--- src/design/sorted_list_table_defines.svh ---
// Assertion macros shared by the sorted list table RTL.
// Included by the top level; uses its clock and reset names.
`ifndef SORTED_LIST_TABLE_DEFINES_SVH
`define SORTED_LIST_TABLE_DEFINES_SVH

`define SLT_ASSERT_ALWAYS(label, expr) \
   label: assert property (@(posedge clock) disable iff (reset) (expr)) \
      else $error("sorted_list_table: invariant violated");

`define SLT_ASSERT_NEXT(label, ante, cons) \
   label: assert property (@(posedge clock) disable iff (reset) (ante) |=> (cons)) \
      else $error("sorted_list_table: sequence violated");

`endif

--- src/design/slt_pkg.sv ---
// Package for the sorted list table: word types, status codes, cell control.
// No dependencies.
`timescale 1ns / 1ps
`default_nettype none
package slt_pkg;

   localparam int CAPACITY_DEF = 64;
   localparam int KEY_W        = 32;
   localparam int POS_W        = 6;
   localparam int CNT_W        = 7;

   localparam logic [1:0] OP_INSERT = 2'd0;
   localparam logic [1:0] OP_REMOVE = 2'd1;

   localparam logic [1:0] STATUS_OK      = 2'd0;
   localparam logic [1:0] STATUS_FULL    = 2'd1;
   localparam logic [1:0] STATUS_EMPTY   = 2'd2;
   localparam logic [1:0] STATUS_MISSING = 2'd3;

   typedef logic signed [KEY_W-1:0] key_type;

   typedef struct packed {
      logic [1:0] req_type;
      key_type    value;
   } req_word_type;

   typedef struct packed {
      logic             ok;
      logic [1:0]       status;
      logic [POS_W-1:0] position;
      logic [CNT_W-1:0] count;
   } rsp_word_type;

   typedef struct packed {
      logic cmp_en;
      logic shift_ins;
      logic shift_rem;
   } cell_ctl_type;

   typedef enum logic [1:0] {
      ST_IDLE,
      ST_CMP,
      ST_EXEC
   } state_type;

endpackage
`default_nettype wire

--- src/design/slt_cell.sv ---
// One slot of the sorted table: holds an entry and its valid bit, compares
// it with the key and shifts with its neighbors. Depends on slt_pkg.
`timescale 1ns / 1ps
`default_nettype none
module slt_cell (
   input  wire logic                  clock,
   input  wire logic                  reset,
   input  wire slt_pkg::cell_ctl_type ctl,
   input  wire slt_pkg::key_type      key,
   input  wire slt_pkg::key_type      left_entry,
   input  wire logic                  left_valid,
   input  wire logic                  left_lt,
   input  wire slt_pkg::key_type      right_entry,
   input  wire logic                  right_valid,
   output slt_pkg::key_type           entry,
   output logic                       valid,
   output logic                       lt,
   output logic                       boundary,
   output logic                       hit
);

   slt_pkg::key_type entry_ff, entry_in;
   logic             valid_ff, valid_in;
   logic             lt_ff, lt_in;
   logic             eq_ff, eq_in;

   always_comb begin
      lt_in = lt_ff;
      eq_in = eq_ff;
      if (ctl.cmp_en) begin
         lt_in = valid_ff && (entry_ff < key);
         eq_in = valid_ff && (entry_ff == key);
      end
   end

   assign boundary = !lt_ff && left_lt;
   assign hit      = boundary && eq_ff;

   always_comb begin
      entry_in = entry_ff;
      valid_in = valid_ff;
      if (ctl.shift_ins && !lt_ff) begin
         if (boundary) begin
            entry_in = key;
            valid_in = 1'b1;
         end else begin
            entry_in = left_entry;
            valid_in = left_valid;
         end
      end else if (ctl.shift_rem && !lt_ff) begin
         entry_in = right_entry;
         valid_in = right_valid;
      end
   end

   always_ff @(posedge clock) begin
      entry_ff <= entry_in;
      lt_ff    <= lt_in;
      eq_ff    <= eq_in;
      if (reset) begin
         valid_ff <= 1'b0;
      end else begin
         valid_ff <= valid_in;
      end
   end

   assign entry = entry_ff;
   assign valid = valid_ff;
   assign lt    = lt_ff;

endmodule
`default_nettype wire

--- config.mk ---
export PLATFORM = sky130hd
export DESIGN_NAME = slt_cell
export DESIGN_NICKNAME = d
export VERILOG_FILES = /design/src/design/sorted_list_table_defines.svh /design/src/design/slt_pkg.sv /design/src/design/slt_cell.sv
export SDC_FILE = /design/constraint.sdc
export NUM_CORES = 1
export LEC_CHECK = 0
export BUFFER_PORTS_ARGS = -buffer_cell sky130_fd_sc_hd__buf_2
export CAP_MARGIN = 0
export CORE_MARGIN = 2
export CORE_UTILIZATION = 49
export CTS_CLUSTER_SIZE = 28
export DETAILED_ROUTE_END_ITERATION = 10
export GPL_TIMING_DRIVEN = 0
export PLACE_DENSITY = 0.89
export SETUP_SLACK_MARGIN = 0.15
export SLEW_MARGIN = 20
export SYNTH_ARGS = -nofsm -noshare
export SYNTH_HDL_FRONTEND = slang
export SYNTH_SLANG_ARGS = --single-unit
export TNS_END_PERCENT = 10
--- constraint.sdc ---
create_clock -name clock -period 4.03 [get_ports clock]
set_input_delay 0.2015 -clock clock [delete_from_list [all_inputs] [get_ports clock]]
set_output_delay 0.2015 -clock clock [all_outputs]
set_load 0.01 [all_outputs]
## Word-level counts from Yosys, hierarchy flattened

Index checks and enable logic that the tools add are counted.
Widths: inputs -> output; s select.

- Flip-flop bits (word level): 35
- Word-level logic and storage cells: 20

- Eq/ne operators: 1
- Multiplexer cells: 6
- $lt $le $gt $ge: 1
- Reduce and logical (&&, ||, !) cells: 8

Operators by type and width:

| kind | count |
|---|---|
| $mux 32 | 3 |
| $eq 32x32->1 | 1 |
| $lt 32x32->1 | 1 |
| $logic_and 1x1->1 | 6 |
| $mux 1 | 3 |
| $reduce_bool 2->1 | 1 |
| $logic_not 1->1 | 1 |

## Depth between registers and ports, before layout

- Word-level depth: 4
- Gate-level depth with buffers: 7

## Least setup slack after synthesis

No wires, ideal clock.

- Path type: reg-to-reg
- Start point: register lt_ff (netlist: lt)
- End point: register valid_ff (netlist: valid)
- Path slack: 1.613 ns
- Setup time: 0.073 ns
- Cell stages (with the launch flop): 4
- Arrival time: 2.344 ns
- Clock period less this slack: 2.417 ns
- Cell sequence: edfxtp_1 nor2_1 o311ai_1 a21oi_1

- Longest elaborated chain between the ends: 4

Ends and longest elaborated chain:

| element | RTL line | RTL |
|---|---|---|
| from (decl) | slt_cell.sv:24 | `logic lt_ff, lt_in;` |
| from (signal assigned) | slt_cell.sv:58 | `lt_ff <= lt_in;` |
| $logic_not 1->1 * | slt_cell.sv:36, slt_cell.sv:42, slt_cell.sv:50 |  |
| $logic_and 1x1->1 | slt_cell.sv:36 | `assign boundary = !lt_ff && left_lt;` |
| $mux 1 | slt_cell.sv:43 | `if (boundary) begin` |
| $mux 1 | slt_cell.sv:42 | `if (ctl.shift_ins && !lt_ff) begin` |
| to (signal assigned) | slt_cell.sv:63 | `valid_ff <= valid_in;` |
| to (decl) | slt_cell.sv:23 | `logic valid_ff, valid_in;` |

Every way passes the cells marked *; elsewhere a longest branch is shown, timed or not.
A chain may end at the register's enable or synchronous reset.

## Worst setup path after layout

- Start point: register entry_ff[14] (netlist: entry[14])
- End point: register lt_ff (netlist: lt) (data pin)

- Longest elaborated chain between the ends: 2

Ends and longest elaborated chain:

| element | RTL line | RTL |
|---|---|---|
| from (decl) | slt_cell.sv:22 | `slt_pkg::key_type entry_ff, entry_in;` |
| from (signal assigned) | slt_cell.sv:57 | `entry_ff <= entry_in;` |
| $lt 32x32->1 | slt_cell.sv:31 | `lt_in = valid_ff && (entry_ff < key);` |
| $logic_and 1x1->1 | slt_cell.sv:31 |  |

No other way between the ends.

==> impl_metrics.py <==
metrics = {
    "sta": {
        "skew_ns": 0.00875,
        "setup_tns_ns": 0,
        "finalWorstSetupSlack_ns": 2.09,
        "finalCritPeriodShare_pct": 48.2,
        "period_needed_ns": 1.94,
        "maxSlewHeadroom_pct": 63.8,
        "fmax_mhz": 515,
        "tightest_slew_ns": 0.541,
        "hold_viol": 0,
        "rsz0062_at_grt": "no",
        "setup_violations": 0,
        "slew_viol_final": 0,
        "holdWs_ns": 0.0668,
    },
    "routing": {
        "wire_per_inst_um": 13.8,
        "first_iter_violations": 119,
        "drcViolationCount": 0,
        "vias_per_cell": 5.17,
        "drt-pass1-iter-count": 4,
        "antenna_left": 0,
        "drt_wl_total_mm": 6.70,
        "vias": 2518,
    },
    "setup_path": {
        "crit_family": "compound AO/OA/AOI/OAI gates",
        "max_stage_delay_ns": 0.42,
        "worstPathMaxFanout": 3,
        "r2r_cells": 6,
        "critPathBufInv": 0,
        "crit_path_start_kind": "flop",
        "cp-end-kind": "flop",
        "crit_slowest_cell": "edfxtp_1",
        "timing.rr.start": "entry[14]",
        "rrSetupSlack_ns": 2.09,
        "r2r-end": "lt",
        "critPathArrivalTime_ns": 1.97,
        "crit_required_ns": 4.05,
        "cp_cell_sequence": "ha_1, a21oi_1, a21boi_1, a2111oi_2, a31oi_1, mux2i_1",
        "path_class": "reg2reg",
    },
    "placement": {
        "post-dp-hpwl_mm": 5.42,
        "place_congestion": 0.834,
        "portBuffers": 138,
        "place_inst": 479,
        "placedInstanceArea_mm2": 0.00341,
        "dp_slack_ns": 2.09,
    },
    "global_route": {
        "track_usage_pct": 23.4,
        "antenna_found_initial": 0,
        "grt_pass1_vias": 2528,
        "grt_pass1_wl_mm": 11.1,
        "grt_max_degree": 19,
        "grt_overflow": 0,
    },
    "cts": {
        "clkTransAtPathRegs_ns": 0.08,
        "cts_htree_levels": 2,
        "cts.sinks": 35,
        "post_cts_buffers": 0,
        "insertion_delay_ns": 0.29,
        "tritoncts": "yes",
        "cts-root-buf": "clkbuf_8",
        "cts_hold_buf": 0,
        "clock_path_buffers": 2,
        "cts_buffers": 5,
        "ctsResizeCount": 0,
    },
    "run": {
        "max-cap-violations": 0,
    },
    "floorplan": {
        "die_w_um": 76.8,
        "die_h_um": 76.8,
        "dieArea_mm2": 0.00590,
        "start_util_pct": 50.8,
        "ios": 140,
        "core-area_mm2": 0.00511,
        "row_count": 26,
    },
    "layout": {
        "seq_area_mm2": 0.00104,
        "fin_area_mm2": 0.00350,
        "fillCellCount": 422,
        "final_core_util_pct": 68.5,
        "diodes": 0,
        "drive_above_1_share_pct": 37.6,
        "nets": 552,
        "area_delta_synth_final_pct": 34.8,
        "multi_input_area_mm2": 0.00139,
        "final_cells": 487,
    },
    "synth": {
        "yosys_most_used_dff": "edfxtp_1",
        "ys_seq_area_share_pct": 40.1,
        "synth_edf_count": 34,
        "async_flop_share_pct": 0,
        "synthDistinctLibCells": 31,
        "ys_warn_count": 0,
        "synthCells": 270,
        "ys_ff_latch": 35,
        "avgSynthCellArea_um2": 9.62,
        "syn-num-nets": 406,
        "netlist_area_mm2": 0.00260,
    },
    "min_path": {
        "worstHoldStart": "reset",
        "hold-path-cell-count": 2,
        "min_path_type": "in2reg",
        "min_to": "valid",
    },
    "run_status": {
        "outcome": "finished, final reports clean",
    },
    "power_and_ir_drop": {
        "p_leak_nw": 1.86,
        "fin_total_pwr_mw": 1.02,
        "max-vdd-ir-drop_v": 0.000162,
        "power.density_mw_per_mm2": 292,
    },
}
[cells in the mapped netlist, types with 3 or more instances]
master / count / area [um^2]
inv_1: 34 / 128
nand2_1: 41 / 154
o21ai_0: 23 / 115
a21oi_1: 14 / 70.1
o21ai_1: 16 / 80.1
clkbuf_1: 3 / 11.3
mux2i_1: 33 / 330
ha_1: 32 / 400
nor2_1: 4 / 15.0
buf_2: 6 / 30.0
edfxtp_1: 34 / 1020
nand2b_1: 4 / 25.0
[worst max-delay path by stage]
| stage | startpoint | endpoint | slack (ns) | depth (start not counted) |
|---|---|---|---|---|
| CTS | entry[11] | lt | 2.08 | 6 |
| detailed placement | entry[14] | lt | 2.09 | 6 |
| global route | entry[11] | lt | 1.97 | 6 |
| global placement | lt | valid | 0.92 | 3 |
| floorplan | lt | valid | 1.61 | 3 |
| finish | entry[14] | lt | 2.09 | 6 |
[state kept, by name, summed over array words and instances (netlist names)]
name and cells:
eq_ff 1, lt 1, valid 1, entry 32
[cell usage in the layout, fill, tap and decap left out, drive strengths merged, types with 2 or more instances in the layout]
cell type	synthesis	final
inv	34	34
nor2b	2	2
a21oi	14	14
nand4	4	4
mux2i	33	33
o21ai	39	39
ha	32	32
clkbuf	3	10
nand3	2	2
nand2b	4	4
a21o	2	2
and4	2	2
edfxtp	34	34
buf	8	147
nand2	41	41
nor2	4	4
[worst register-to-register path, delay by kind of cell (launching register included)]
kind                     cells  cell delay (ns)
AO/OA/AOI/OAI                4             0.79
flip-flops                   1             0.42
adder cells (fa/ha/maj)      1             0.34
multiplexers                 1             0.13
[routing by layer]
metal | GRT usage [%] | wire length (um)
met1 | 27.5 | 2730
met2 | 42.3 | 3420
met3 | 5.76 | 449
met4 | 6.73 | 105
met5 | 0 | 0
[kinds of logic (layout without fill, tap and decap cells)]
group                      Yosys count  count (layout)  share of synthesized area (%)
and+or+nand+nor                     64              64                           12.1
AOI/OAI and AO/OA                   61              61                           12.8
buffers and inverters               45             192                           6.80
DFF                                 35              35                           40.1
muxes                               33              33                           12.7
adders and majority gates           32              32                           15.4
[report_power, final]
part           total, mW  internal (mW)  switching [mW]
Clock              0.263          0.138           0.125
Combinational      0.296          0.138           0.158
Sequential         0.462          0.444          0.0184
Total               1.02          0.720           0.301
[area by class of cell]
cell class,instances,share of cell area [%]
Buffer,11,1.39
Clock buffer,7,2.47
Clock inverter,1,0.143
Inverter,34,3.65
Multi-Input combinational cell,190,39.6
Sequential cell,35,29.7
Tap cell,70,2.50
Timing Repair Buffer,139,20.5
No activity file was read; power rests on OpenSTA's default activity.
